`src/design/rwau_pkg.sv`:
```
// Shared constants, codes and types of the range-wrapping arithmetic unit.
package rwau_pkg;

   localparam int unsigned CMD_WIDTH       = 4;
   localparam int unsigned DATA_WIDTH      = 16;
   localparam int unsigned ERR_WIDTH       = 3;
   localparam int unsigned CSR_INDEX_WIDTH = 2;
   localparam int unsigned WIDE_WIDTH      = 32;
   localparam int unsigned DIV_WIDTH       = 33;
   localparam int unsigned SPAN_WIDTH      = 17;
   localparam int unsigned DIV_COUNT_WIDTH = $clog2(DIV_WIDTH + 1);

   localparam logic signed [DATA_WIDTH-1:0] RANGE_LOW_RESET  = 16'sd1;
   localparam logic signed [DATA_WIDTH-1:0] RANGE_HIGH_RESET = 16'sd12;

   typedef enum logic [CMD_WIDTH-1:0] {
      CMD_LOAD       = 4'd0,
      CMD_ADD        = 4'd1,
      CMD_SUB        = 4'd2,
      CMD_MUL        = 4'd3,
      CMD_DIV        = 4'd4,
      CMD_MOD        = 4'd5,
      CMD_AND        = 4'd6,
      CMD_OR         = 4'd7,
      CMD_XOR        = 4'd8,
      CMD_SHL        = 4'd9,
      CMD_SHR        = 4'd10,
      CMD_NOT        = 4'd11,
      CMD_COMPLEMENT = 4'd12
   } cmd_type;

   typedef enum logic [ERR_WIDTH-1:0] {
      ERR_NONE            = 3'd0,
      ERR_ZERO_DIVISOR    = 3'd1,
      ERR_NO_QUOTIENT     = 3'd2,
      ERR_REMAINDER_RANGE = 3'd3,
      ERR_BAD_SHIFT       = 3'd4
   } err_type;

   typedef enum logic [CSR_INDEX_WIDTH-1:0] {
      CSR_RANGE_LOW  = 2'd0,
      CSR_RANGE_HIGH = 2'd1
   } csr_index_type;

   typedef enum logic [2:0] {
      ST_IDLE,
      ST_EXEC,
      ST_WRAP_SUB,
      ST_WRAP_START,
      ST_WRAP_WAIT,
      ST_DIV_WAIT,
      ST_MOD_WAIT,
      ST_DONE
   } state_type;

   typedef struct packed {
      logic                  start;
      logic [DIV_WIDTH-1:0]  dividend;
      logic [SPAN_WIDTH-1:0] divisor;
   } div_req_type;

   typedef struct packed {
      logic                  busy;
      logic                  done;
      logic [DIV_WIDTH-1:0]  quotient;
      logic [SPAN_WIDTH-1:0] remainder;
   } div_rsp_type;

endpackage

```
`src/design/rwau_if.sv`:
```
// Channel interfaces of the range-wrapping arithmetic unit: command, result and register write.
interface rwau_req_if;
   logic                                  valid;
   logic                                  ready;
   logic [rwau_pkg::CMD_WIDTH-1:0]        cmd;
   logic signed [rwau_pkg::DATA_WIDTH-1:0] operand;

   modport source (output valid, cmd, operand, input ready);
   modport sink   (input valid, cmd, operand, output ready);
endinterface

interface rwau_rsp_if;
   logic                                  valid;
   logic                                  ready;
   logic signed [rwau_pkg::DATA_WIDTH-1:0] position_out;
   logic [rwau_pkg::ERR_WIDTH-1:0]        error_code;

   modport source (output valid, position_out, error_code, input ready);
   modport sink   (input valid, position_out, error_code, output ready);
endinterface

interface rwau_csr_if;
   logic                                 valid;
   logic                                 ready;
   logic [rwau_pkg::CSR_INDEX_WIDTH-1:0] index;
   logic [rwau_pkg::DATA_WIDTH-1:0]      data;

   modport source (output valid, index, data, input ready);
   modport sink   (input valid, index, data, output ready);
endinterface

```
`src/design/rwau_div.sv`:
```
// Iterative restoring divider, one quotient bit per cycle, for wrap, div and mod.
module rwau_div (
   input  logic                  clock,
   input  logic                  reset,
   input  rwau_pkg::div_req_type div_req,
   output rwau_pkg::div_rsp_type div_rsp
);

   logic                                 busy_ff, busy_in;
   logic                                 done_ff, done_in;
   logic [rwau_pkg::DIV_COUNT_WIDTH-1:0] count_ff, count_in;
   logic [rwau_pkg::DIV_WIDTH-1:0]       quo_ff, quo_in;
   logic [rwau_pkg::SPAN_WIDTH-1:0]      rem_ff, rem_in;
   logic [rwau_pkg::SPAN_WIDTH-1:0]      divisor_ff, divisor_in;
   logic [rwau_pkg::SPAN_WIDTH:0]        rem_shift;
   logic [rwau_pkg::SPAN_WIDTH:0]        trial;
   logic                                 fits;

   always_comb begin
      rem_shift  = {rem_ff, quo_ff[rwau_pkg::DIV_WIDTH-1]};
      trial      = rem_shift - {1'b0, divisor_ff};
      fits       = rem_shift >= {1'b0, divisor_ff};
      busy_in    = busy_ff;
      done_in    = 1'b0;
      count_in   = count_ff;
      quo_in     = quo_ff;
      rem_in     = rem_ff;
      divisor_in = divisor_ff;
      if (div_req.start) begin
         quo_in     = div_req.dividend;
         rem_in     = '0;
         divisor_in = div_req.divisor;
         count_in   = rwau_pkg::DIV_COUNT_WIDTH'(rwau_pkg::DIV_WIDTH);
         busy_in    = 1'b1;
      end else if (busy_ff) begin
         quo_in   = {quo_ff[rwau_pkg::DIV_WIDTH-2:0], fits};
         rem_in   = fits ? trial[rwau_pkg::SPAN_WIDTH-1:0]
                         : rem_shift[rwau_pkg::SPAN_WIDTH-1:0];
         count_in = count_ff - rwau_pkg::DIV_COUNT_WIDTH'(1);
         if (count_ff == rwau_pkg::DIV_COUNT_WIDTH'(1)) begin
            busy_in = 1'b0;
            done_in = 1'b1;
         end
      end
   end

   always_ff @(posedge clock) begin
      if (reset) begin
         busy_ff  <= 1'b0;
         done_ff  <= 1'b0;
         count_ff <= '0;
      end else begin
         busy_ff  <= busy_in;
         done_ff  <= done_in;
         count_ff <= count_in;
      end
      quo_ff     <= quo_in;
      rem_ff     <= rem_in;
      divisor_ff <= divisor_in;
   end

   assign div_rsp.busy      = busy_ff;
   assign div_rsp.done      = done_ff;
   assign div_rsp.quotient  = quo_ff;
   assign div_rsp.remainder = rem_ff;

`ifndef SYNTHESIS
   a_start_when_idle: assert property (@(posedge clock) disable iff (reset)
      div_req.start |-> !busy_ff)
      else $error("divider restarted while busy");

   a_done_after_busy: assert property (@(posedge clock) disable iff (reset)
      done_ff |-> $past(busy_ff))
      else $error("divider done without a run");

   a_count_live: assert property (@(posedge clock) disable iff (reset)
      busy_ff |-> count_ff != '0)
      else $error("divider busy with exhausted count");
`endif

endmodule

```
`src/design/range_wrapping_arithmetic_unit.sv`:
```
// Range-wrapping arithmetic unit: holds a position inside range_low..range_high and applies
// one command per beat, wrapping the result back into the range (div and mod results are
// checked against it instead; div with a negative divisor wraps too). Commands are taken one
// at a time; req ready is high only while no command is at work. The wrap modulo comes from
// the 33-step iterative divider, which div and mod also use; div with a negative divisor runs
// it twice, while commands that fail early (zero divisor, bad shift) and unused codes skip it.
// The result sits in an output register, so the next command is accepted while it waits.
// Register writes are taken in any cycle and must only be issued while the unit is idle.
module range_wrapping_arithmetic_unit (
   input logic          clock,
   input logic          reset,
   rwau_req_if.sink     req_if,
   rwau_rsp_if.source   rsp_if,
   rwau_csr_if.sink     csr_if
);

   rwau_pkg::state_type                   state_ff, state_in;
   logic [rwau_pkg::CMD_WIDTH-1:0]        cmd_ff, cmd_in;
   logic signed [rwau_pkg::DATA_WIDTH-1:0] op_ff, op_in;
   logic signed [rwau_pkg::WIDE_WIDTH-1:0] n_ff, n_in;
   logic signed [rwau_pkg::DIV_WIDTH-1:0]  diff_ff, diff_in;
   logic signed [rwau_pkg::SPAN_WIDTH:0]   span_ff, span_in;
   logic signed [rwau_pkg::DATA_WIDTH-1:0] res_ff, res_in;
   logic [rwau_pkg::ERR_WIDTH-1:0]        err_ff, err_in;
   logic signed [rwau_pkg::DATA_WIDTH-1:0] position_ff, position_in;
   logic signed [rwau_pkg::DATA_WIDTH-1:0] range_low_ff, range_low_in;
   logic signed [rwau_pkg::DATA_WIDTH-1:0] range_high_ff, range_high_in;
   logic                                  rsp_valid_ff, rsp_valid_in;
   logic signed [rwau_pkg::DATA_WIDTH-1:0] rsp_pos_ff, rsp_pos_in;
   logic [rwau_pkg::ERR_WIDTH-1:0]        rsp_err_ff, rsp_err_in;

   rwau_pkg::div_req_type                 div_req;
   rwau_pkg::div_rsp_type                 div_rsp;

   logic signed [rwau_pkg::WIDE_WIDTH-1:0] p_ext, o_ext, hi_ext, product;
   logic signed [rwau_pkg::SPAN_WIDTH-1:0] lo17, hi17, q17, r17;
   logic [rwau_pkg::SPAN_WIDTH-1:0]       quo17, wrap_rem;
   logic [rwau_pkg::DATA_WIDTH-1:0]       p_mag, o_mag;
   logic                                  bad_shift;
   logic                                  rsp_advance;

   rwau_div u_div (
      .clock   (clock),
      .reset   (reset),
      .div_req (div_req),
      .div_rsp (div_rsp)
   );

   assign product     = p_ext * o_ext;
   assign p_ext       = {{16{position_ff[15]}}, position_ff};
   assign o_ext       = {{16{op_ff[15]}}, op_ff};
   assign hi_ext      = {{16{range_high_ff[15]}}, range_high_ff};
   assign lo17        = {range_low_ff[15], range_low_ff};
   assign hi17        = {range_high_ff[15], range_high_ff};
   assign p_mag       = position_ff[15] ? (16'd0 - position_ff) : position_ff;
   assign o_mag       = op_ff[15] ? (16'd0 - op_ff) : op_ff;
   assign bad_shift   = op_ff[15] || (op_ff[14:5] != '0);
   assign quo17       = div_rsp.quotient[rwau_pkg::SPAN_WIDTH-1:0];
   assign q17         = position_ff[15] ? (17'd0 - quo17) : quo17;
   assign r17         = position_ff[15] ? (17'd0 - div_rsp.remainder) : div_rsp.remainder;
   assign wrap_rem    = (diff_ff[rwau_pkg::DIV_WIDTH-1] && div_rsp.remainder != '0)
                      ? (span_ff[rwau_pkg::SPAN_WIDTH-1:0] - div_rsp.remainder)
                      : div_rsp.remainder;
   assign rsp_advance = !rsp_valid_ff || rsp_if.ready;

   // sequencer
   always_comb begin
      state_in         = state_ff;
      cmd_in           = cmd_ff;
      op_in            = op_ff;
      n_in             = n_ff;
      diff_in          = diff_ff;
      span_in          = span_ff;
      res_in           = res_ff;
      err_in           = err_ff;
      position_in      = position_ff;
      rsp_valid_in     = rsp_valid_ff && !rsp_if.ready;
      rsp_pos_in       = rsp_pos_ff;
      rsp_err_in       = rsp_err_ff;
      div_req.start    = 1'b0;
      div_req.dividend = {17'd0, p_mag};
      div_req.divisor  = {1'b0, o_mag};

      case (state_ff)
         rwau_pkg::ST_IDLE: begin
            if (req_if.valid) begin
               cmd_in   = req_if.cmd;
               op_in    = req_if.operand;
               state_in = rwau_pkg::ST_EXEC;
            end
         end
         rwau_pkg::ST_EXEC: begin
            err_in   = rwau_pkg::ERR_NONE;
            res_in   = position_ff;
            state_in = rwau_pkg::ST_WRAP_SUB;
            case (cmd_ff)
               rwau_pkg::CMD_LOAD:       n_in = o_ext;
               rwau_pkg::CMD_ADD:        n_in = p_ext + o_ext;
               rwau_pkg::CMD_SUB:        n_in = p_ext - o_ext;
               rwau_pkg::CMD_MUL:        n_in = product;
               rwau_pkg::CMD_AND:        n_in = p_ext & o_ext;
               rwau_pkg::CMD_OR:         n_in = p_ext | o_ext;
               rwau_pkg::CMD_XOR:        n_in = p_ext ^ o_ext;
               rwau_pkg::CMD_NOT:        n_in = ~p_ext;
               rwau_pkg::CMD_COMPLEMENT: n_in = hi_ext - p_ext;
               rwau_pkg::CMD_SHL: begin
                  n_in = p_ext << op_ff[4:0];
                  if (bad_shift) begin
                     err_in   = rwau_pkg::ERR_BAD_SHIFT;
                     state_in = rwau_pkg::ST_DONE;
                  end
               end
               rwau_pkg::CMD_SHR: begin
                  n_in = p_ext >>> op_ff[4:0];
                  if (bad_shift) begin
                     err_in   = rwau_pkg::ERR_BAD_SHIFT;
                     state_in = rwau_pkg::ST_DONE;
                  end
               end
               rwau_pkg::CMD_DIV: begin
                  if (op_ff == '0) begin
                     err_in   = rwau_pkg::ERR_ZERO_DIVISOR;
                     state_in = rwau_pkg::ST_DONE;
                  end else begin
                     div_req.start = 1'b1;
                     state_in      = rwau_pkg::ST_DIV_WAIT;
                  end
               end
               rwau_pkg::CMD_MOD: begin
                  if (op_ff == '0) begin
                     err_in   = rwau_pkg::ERR_ZERO_DIVISOR;
                     state_in = rwau_pkg::ST_DONE;
                  end else if (op_ff > position_ff) begin
                     state_in = rwau_pkg::ST_DONE;
                  end else begin
                     div_req.start = 1'b1;
                     state_in      = rwau_pkg::ST_MOD_WAIT;
                  end
               end
               default: state_in = rwau_pkg::ST_DONE;
            endcase
         end
         rwau_pkg::ST_WRAP_SUB: begin
            diff_in  = {n_ff[31], n_ff} - {{17{range_low_ff[15]}}, range_low_ff};
            span_in  = {{2{range_high_ff[15]}}, range_high_ff}
                     - {{2{range_low_ff[15]}}, range_low_ff} + 18'sd1;
            state_in = rwau_pkg::ST_WRAP_START;
         end
         rwau_pkg::ST_WRAP_START: begin
            if (span_ff[rwau_pkg::SPAN_WIDTH] || span_ff == '0) begin
               res_in   = range_low_ff;
               state_in = rwau_pkg::ST_DONE;
            end else begin
               div_req.start    = 1'b1;
               div_req.dividend = diff_ff[rwau_pkg::DIV_WIDTH-1]
                                ? (33'd0 - diff_ff) : diff_ff;
               div_req.divisor  = span_ff[rwau_pkg::SPAN_WIDTH-1:0];
               state_in         = rwau_pkg::ST_WRAP_WAIT;
            end
         end
         rwau_pkg::ST_WRAP_WAIT: begin
            if (div_rsp.done) begin
               res_in   = range_low_ff + wrap_rem[rwau_pkg::DATA_WIDTH-1:0];
               state_in = rwau_pkg::ST_DONE;
            end
         end
         rwau_pkg::ST_DIV_WAIT: begin
            if (div_rsp.done) begin
               if (div_rsp.remainder != '0 || range_low_ff > range_high_ff
                   || q17 < lo17 || q17 > hi17) begin
                  err_in   = rwau_pkg::ERR_NO_QUOTIENT;
                  state_in = rwau_pkg::ST_DONE;
               end else if (op_ff[15]) begin
                  n_in     = hi_ext - {{15{q17[16]}}, q17};
                  state_in = rwau_pkg::ST_WRAP_SUB;
               end else begin
                  res_in   = q17[rwau_pkg::DATA_WIDTH-1:0];
                  state_in = rwau_pkg::ST_DONE;
               end
            end
         end
         rwau_pkg::ST_MOD_WAIT: begin
            if (div_rsp.done) begin
               if (r17 < lo17 || r17 > hi17) begin
                  err_in = rwau_pkg::ERR_REMAINDER_RANGE;
               end else begin
                  res_in = r17[rwau_pkg::DATA_WIDTH-1:0];
               end
               state_in = rwau_pkg::ST_DONE;
            end
         end
         rwau_pkg::ST_DONE: begin
            if (rsp_advance) begin
               if (err_ff == rwau_pkg::ERR_NONE) begin
                  position_in = res_ff;
                  rsp_pos_in  = res_ff;
               end else begin
                  rsp_pos_in  = position_ff;
               end
               rsp_err_in   = err_ff;
               rsp_valid_in = 1'b1;
               state_in     = rwau_pkg::ST_IDLE;
            end
         end
         default: state_in = rwau_pkg::ST_IDLE;
      endcase
   end

   // register writes
   always_comb begin
      range_low_in  = range_low_ff;
      range_high_in = range_high_ff;
      if (csr_if.valid) begin
         case (csr_if.index)
            rwau_pkg::CSR_RANGE_LOW:  range_low_in  = csr_if.data;
            rwau_pkg::CSR_RANGE_HIGH: range_high_in = csr_if.data;
            default: ;
         endcase
      end
   end

   always_ff @(posedge clock) begin
      if (reset) begin
         state_ff      <= rwau_pkg::ST_IDLE;
         rsp_valid_ff  <= 1'b0;
         position_ff   <= rwau_pkg::RANGE_LOW_RESET;
         range_low_ff  <= rwau_pkg::RANGE_LOW_RESET;
         range_high_ff <= rwau_pkg::RANGE_HIGH_RESET;
      end else begin
         state_ff      <= state_in;
         rsp_valid_ff  <= rsp_valid_in;
         position_ff   <= position_in;
         range_low_ff  <= range_low_in;
         range_high_ff <= range_high_in;
      end
      cmd_ff     <= cmd_in;
      op_ff      <= op_in;
      n_ff       <= n_in;
      diff_ff    <= diff_in;
      span_ff    <= span_in;
      res_ff     <= res_in;
      err_ff     <= err_in;
      rsp_pos_ff <= rsp_pos_in;
      rsp_err_ff <= rsp_err_in;
   end

   assign req_if.ready        = state_ff == rwau_pkg::ST_IDLE;
   assign csr_if.ready        = 1'b1;
   assign rsp_if.valid        = rsp_valid_ff;
   assign rsp_if.position_out = rsp_pos_ff;
   assign rsp_if.error_code   = rsp_err_ff;

`ifndef SYNTHESIS
   a_error_holds_position: assert property (@(posedge clock) disable iff (reset)
      (state_ff == rwau_pkg::ST_DONE && rsp_advance && err_ff != rwau_pkg::ERR_NONE)
      |=> position_ff == $past(position_ff))
      else $error("failed command changed the position");

   a_result_in_range: assert property (@(posedge clock) disable iff (reset)
      (state_ff == rwau_pkg::ST_DONE && err_ff == rwau_pkg::ERR_NONE
       && cmd_ff <= rwau_pkg::CMD_COMPLEMENT && cmd_ff != rwau_pkg::CMD_MOD
       && range_low_ff <= range_high_ff)
      |-> (res_ff >= range_low_ff && res_ff <= range_high_ff))
      else $error("wrapped result outside the range");

   a_wait_has_divider: assert property (@(posedge clock) disable iff (reset)
      (state_ff == rwau_pkg::ST_WRAP_WAIT || state_ff == rwau_pkg::ST_DIV_WAIT
       || state_ff == rwau_pkg::ST_MOD_WAIT)
      |-> (div_rsp.busy || div_rsp.done))
      else $error("waiting on an idle divider");
`endif

endmodule
```
`src/flat_wrapper.sv`:
```
// flat-port wrapper written by rule: the top's interface ports become plain ports
module range_wrapping_arithmetic_unit_flat 
  (clock, reset, req_if_valid, req_if_cmd, req_if_operand, req_if_ready, rsp_if_valid, rsp_if_position_out, rsp_if_error_code, rsp_if_ready, csr_if_valid, csr_if_index, csr_if_data, csr_if_ready);
  rwau_req_if req_if_i ();
  rwau_rsp_if rsp_if_i ();
  rwau_csr_if csr_if_i ();
  input logic clock;
  input logic reset;
  input wire logic [$bits(req_if_i.valid)-1:0] req_if_valid;
  input wire logic [$bits(req_if_i.cmd)-1:0] req_if_cmd;
  input wire logic [$bits(req_if_i.operand)-1:0] req_if_operand;
  output wire logic [$bits(req_if_i.ready)-1:0] req_if_ready;
  output wire logic [$bits(rsp_if_i.valid)-1:0] rsp_if_valid;
  output wire logic [$bits(rsp_if_i.position_out)-1:0] rsp_if_position_out;
  output wire logic [$bits(rsp_if_i.error_code)-1:0] rsp_if_error_code;
  input wire logic [$bits(rsp_if_i.ready)-1:0] rsp_if_ready;
  input wire logic [$bits(csr_if_i.valid)-1:0] csr_if_valid;
  input wire logic [$bits(csr_if_i.index)-1:0] csr_if_index;
  input wire logic [$bits(csr_if_i.data)-1:0] csr_if_data;
  output wire logic [$bits(csr_if_i.ready)-1:0] csr_if_ready;
  assign req_if_i.valid = req_if_valid;
  assign req_if_i.cmd = req_if_cmd;
  assign req_if_i.operand = req_if_operand;
  assign req_if_ready = req_if_i.ready;
  assign rsp_if_valid = rsp_if_i.valid;
  assign rsp_if_position_out = rsp_if_i.position_out;
  assign rsp_if_error_code = rsp_if_i.error_code;
  assign rsp_if_i.ready = rsp_if_ready;
  assign csr_if_i.valid = csr_if_valid;
  assign csr_if_i.index = csr_if_index;
  assign csr_if_i.data = csr_if_data;
  assign csr_if_ready = csr_if_i.ready;
  range_wrapping_arithmetic_unit u_core (.clock(clock), .reset(reset), .req_if(req_if_i), .rsp_if(rsp_if_i), .csr_if(csr_if_i));
endmodule
```
`config.mk`:
```
export PLATFORM = sky130hd
export DESIGN_NAME = range_wrapping_arithmetic_unit_flat
export DESIGN_NICKNAME = d
export VERILOG_FILES = /design/src/design/rwau_pkg.sv /design/src/design/rwau_if.sv /design/src/design/rwau_div.sv /design/src/design/range_wrapping_arithmetic_unit.sv /design/src/flat_wrapper.sv
export SDC_FILE = /design/constraint.sdc
export NUM_CORES = 2
export LEC_CHECK = 0
export BUFFER_PORTS_ARGS = -buffer_cell sky130_fd_sc_hd__clkbuf_2
export CORE_UTILIZATION = 35
export CTS_CLUSTER_DIAMETER = 80
export DETAILED_ROUTE_END_ITERATION = 16
export GPL_TIMING_DRIVEN = 0
export HOLD_SLACK_MARGIN = 0.06
export PLACE_DENSITY = 0.48
export SYNTH_ARGS = -nofsm -noshare
export SYNTH_HDL_FRONTEND = slang
export SYNTH_HIERARCHICAL = 1
export SYNTH_SLANG_ARGS = --single-unit
```
`constraint.sdc`:
```
create_clock -name clock -period 14.4 [get_ports clock]
set_input_delay 4.32 -clock clock [delete_from_list [all_inputs] [get_ports clock]]
set_output_delay 4.32 -clock clock [all_outputs]
set_load 0.05 [all_outputs]
```
[Word level (Yosys, flattened, before mapping)]
Index checks and enable logic that the tools add are counted.
Storage, ports and cells
  register bits after elaboration: 268
  output and inout port bits: 22
  word-level logic and storage cells: 186
Cells by class
  add/subtract/negate cells: 16
  $mul: 1
  $lt $le $gt $ge: 7
  equality and inequality tests: 35
  shift operators: 2
  muxes and demuxes: 59
  bitwise logic cells: 6
  reductions and logical operators: 38
Operators by type and width (count)
  case mux 32 bit (11 select lines): 1
  two-way mux 16 bit: 11
  two-way mux 33 bit: 3
  two-way mux 32 bit: 3
  case mux 16 bit (5 select lines): 1
  case mux 32 bit (2 select lines): 1
  two-way mux 17 bit: 3
  two-way mux 51 bit: 1
  subtractor 16 x 16 -> 17 bit: 3
  two-way mux 50 bit: 1
  two-way mux 3 bit: 12
  greater-than comparator 17 x 16 -> 1 bit: 2
  less-than comparator 17 x 16 -> 1 bit: 2
  subtractor 1 x 17 -> 17 bit (first input constant): 2
  subtractor 1 x 33 -> 33 bit (first input constant): 1
  subtractor 32 x 16 -> 33 bit: 1
  greater-than comparator 16 bit: 2
  multiplier 16 x 16 -> 32 bit: 1
  inverter 16 -> 32 bit: 1
  << shifter 32 x 5 -> 32 bit: 1
  >>> shifter 16 x 5 -> 32 bit: 1
  subtractor 1 x 16 -> 16 bit (first input constant): 2
  case mux 3 bit (7 select lines): 1
  == test 4 bit (second input constant): 5
  50 further kinds: 102

[Logic depth before layout (Yosys ltp)]
  word-level depth: 8
  gate-level depth with buffers: 30

[Hierarchy]
The synthesis kept the hierarchy.
Modules (own cells, without submodules)
  range_wrapping_arithmetic_unit: times used 1, cells an instance 3794, area each 30830.8 µm²
  rwau_div: times used 1, cells an instance 352, area each 3993.8 µm²

[Worst setup path before layout]
Ideal clock, no wire load.
  path type: register -> register
  start: register u_core/position_ff[15] (netlist bit)
  end: register u_core/n_ff[27] (netlist bit), data pin
  setup time: 0.273 ns
  arrival: 7.419 ns
  data required time: 14.127 ns
  setup slack: 6.708 ns
  cell stages (with the launch flop): 26
  cells stage by stage: dfxtp_1 > clkbuf_1 > clkbuf_1 > clkbuf_1 > buf_1 > buf_1 > nand2_1 > inv_1 > fa_1 > fa_1 > fa_1 > fa_1 > fa_1 > inv_1 > fa_1 > inv_1 > ha_1 > and3_1 > a221o_1 > a21oi_1 > nand2_1 > or3_1 > a31oi_1 > xor2_1 > o221ai_1 > nor2b_1
On the way
  longest elaborated chain between the ends: 6
  elaborated cells on any way between the ends: 17
RTL lines
  start: declaration: line range_wrapping_arithmetic_unit.sv:25  | logic signed [rwau_pkg::DATA_WIDTH-1:0] position_ff, position_in;
  start signal: assignment: line range_wrapping_arithmetic_unit.sv:226  | position_ff <= rwau_pkg::RANGE_LOW_RESET;
  start signal: assignment: line range_wrapping_arithmetic_unit.sv:232  | position_ff <= position_in;
  parallel branches: the longest is 5 deep, another holds multiplier 16 x 16 -> 32 bit
  case mux 32 bit (2 select lines) *: line range_wrapping_arithmetic_unit.sv:84  | case (state_ff)
  named net u_core.n_in, one bit: line range_wrapping_arithmetic_unit.sv:20  | logic signed [rwau_pkg::WIDE_WIDTH-1:0] n_ff, n_in;
  end signal: assignment: line range_wrapping_arithmetic_unit.sv:238  | n_ff <= n_in;
  end: declaration: line range_wrapping_arithmetic_unit.sv:20
Mark *: on every way through the listed nets, which the timed path passes. The select of a mux whose other input is x is not followed.
A chain may end at the register's enable or synchronous reset.

[Final worst setup path]
Ends and elaborated chain as after synthesis.

==> results.cfg <==
[setup_path]
r2r_slack_ps = 2570
critical_path_class = register to register
endpoint_kind = register
cp_max_fo = 10
start_kind = register
timing.rr.end = u_core/n_ff[27]$_DFFE_PP_
cp_slowest_cell = fa_1
critPathRequiredTime_ps = 14670
cpMostUsedCell = fa_1
r2r_start = u_core/position_ff[15]$_SDFFE_PP0P_
cp_top_family = buffers and inverters
cp_num_cells = 25
crit_arrival_ps = 12090
path_buf_inv = 8
slowest_delay_ps = 950
reg2reg_depth = 25

[clocking]
post_cts_buffers = 0
clock_latency_ps = 620
cts_tree = yes
cts_root_buf = clkbuf_16
cts.sinks = 268
holdBufCountCts = 0
clk_pin_slew_ps = 60
numCtsBuffers = 37
htreeDepth = 2
ctsResizeCount = 0
cts_buffer_depth = 3

[final_layout]
final_cell_mix = inv_1, nand2_1, nor2_1
layout_commonest_cell = inv_1
layout-drive-gt1-share = 0.0570
final_area_sq_um = 38100
nNetsFinal = 4914
syn2layout_area_growth_pct = 9.57

[placement]
place_area_sq_um = 36900
gp_congestion = 1.03
dp_hpwl_microns = 128000
port_buffers = 62

[die]
die_x_microns = 317
dieArea_sq_um = 101000
ios = 65
start_util = 0.354
num_rows = 115
core_area_sq_um = 98400
die_y_microns = 317

[logic_synthesis]
avgSynthCellArea_sq_um = 8.40
syn-num-nets = 4808
synth_cells = 4145
synth_area_sq_um = 34800
yosysWarnings = 6

[run_status]
violations = max-capacitance violations, max-slew violations
status = finished with violations

[drt]
drc = 0
wl_per_cell_microns = 28.5
ant_nets = 0
dr_total_vias = 32100
drt_iter0_drc = 3148
routed_wl_microns = 159000
dr.pass1.iters = 6
avgViaCountPerCell = 5.76

[pwr]
internal_power_mw = 2.68
power_density_nw_per_um2 = 138
switchingPower_mw = 2.58
p_sw_frac = 0.491
ir_drop_mv = 0.0907
p_comb_frac = 0.562
p_seq_frac = 0.251
p_leak_nw = 16.0
clkPwrFrac = 0.187

[timing]
clock.fmax_ghz = 0.0846
tightest_slew_ps = 1520
max_slew_margin = -0.0157
fin_crit_ps = 11830
setup-violations-final = 0
fin_tns_setup_ps = 0
grt_setup_unrepaired = no
hold_viol = 0
period_share = 0.821
fin_skew_ps = 42.8
drv_slew = 12

[global_routing]
grt_use_total = 0.311
grt_pass1_wl_microns = 226000
grt_pass1_vias = 31600
antenna_found_initial = 14
grt_max_degree = 34
overflow = 0

[min_path]
min_to = u_core/rsp_if.error_code[1]$_DFFE_PP_
holdCritStartpoint = u_core/err_ff[1]$_DFFE_PP_
min_path_type = register to register
holdPathStages = 0

[job]
cap_violations = 3
[layer usage]
metal | global-route usage | part of all wire | vias to the layer above
li1 | - | - | 14500
met1 | 0.396 | 0.41 | 15900
met2 | 0.510 | 0.46 | 1356
met3 | 0.0483 | 0.069 | 314
met4 | 0.157 | 0.057 | 4
met5 | 0 | 0.00020 | -
[cell type report]
class / instances / area, sq um
sequential: 268 / 7280
fill: 10400 / 60300
multi-input combinational: 3152 / 24800
clock inverter: 21 / 283
inverter: 525 / 1970
buffer: 200 / 791
tap: 1287 / 1610
timing repair buffer: 67 / 400
clock buffer: 46 / 1000
antenna: 2 / 5.00
[sequential cells by signal, indices dropped and copies added (netlist names), 17 cells and up]
name                     flops
u_core/u_div/quo_ff         33
u_core/u_div/divisor_ff     17
u_core/n_ff                 32
u_core/u_div/rem_ff         17
u_core/diff_ff              33
u_core/span_ff              18
[metrics by stage]
step | utilization | total power [mW] | setup slack (ps) | hold slack (ps) | cells
final | 0.388 | 5.25 | 2570 | 455 | 5568
after CTS | 0.388 | 5.22 | 2700 | 458 | 5566
after global routing | 0.388 | 5.55 | 2440 | 469 | 5567
after detailed placement | 0.374 | 4.21 | 2780 | 443 | 5499
after floorplan | - | 3.15 | 6710 | 427 | 4145
after global placement | 0.373 | 4.20 | 2670 | 442 | 5494
[worst reg2reg max path, cell delays in order, from the launching register on]
cell and delay [ps]:
dfxtp_1 880, clkbuf_1 860, clkbuf_1 780, clkbuf_1 720, buf_1 890, buf_1 900
nand2_1 240, inv_1 190, fa_1 490, fa_1 950, fa_1 540, fa_1 470
fa_1 560, inv_1 60, fa_1 550, inv_1 60, ha_1 360, and3_1 230
a221o_1 350, a21oi_1 240, nand2_1 70, or3_1 360, a31oi_1 210, xor2_1 200
o221ai_1 130, nor2b_1 200
[power by group through the flow]
stage	combinational, mW	sequential, mW	clock [mW]
2_1_floorplan	1.93	1.21	0
3_3_place_gp	2.87	1.34	0
3_5_place_dp	2.88	1.33	0
4_1_cts	2.90	1.31	1.01
5_1_grt	3.19	1.33	1.03
6_report	2.95	1.32	0.982
[worst max-delay path by stage]
stage	from	end	slack [ps]
after floorplan	u_core/position_ff[15]$_SDFFE_PP0P_	u_core/n_ff[27]$_DFFE_PP_	6710
after global placement	u_core/position_ff[15]$_SDFFE_PP0P_	u_core/n_ff[27]$_DFFE_PP_	2670
after detailed placement	u_core/position_ff[15]$_SDFFE_PP0P_	u_core/n_ff[27]$_DFFE_PP_	2780
after CTS	u_core/position_ff[15]$_SDFFE_PP0P_	u_core/n_ff[27]$_DFFE_PP_	2700
after global routing	u_core/position_ff[15]$_SDFFE_PP0P_	u_core/n_ff[27]$_DFFE_PP_	2440
final	u_core/position_ff[15]$_SDFFE_PP0P_	u_core/n_ff[27]$_DFFE_PP_	2570
No activity file was read; power rests on OpenSTA's default activity.
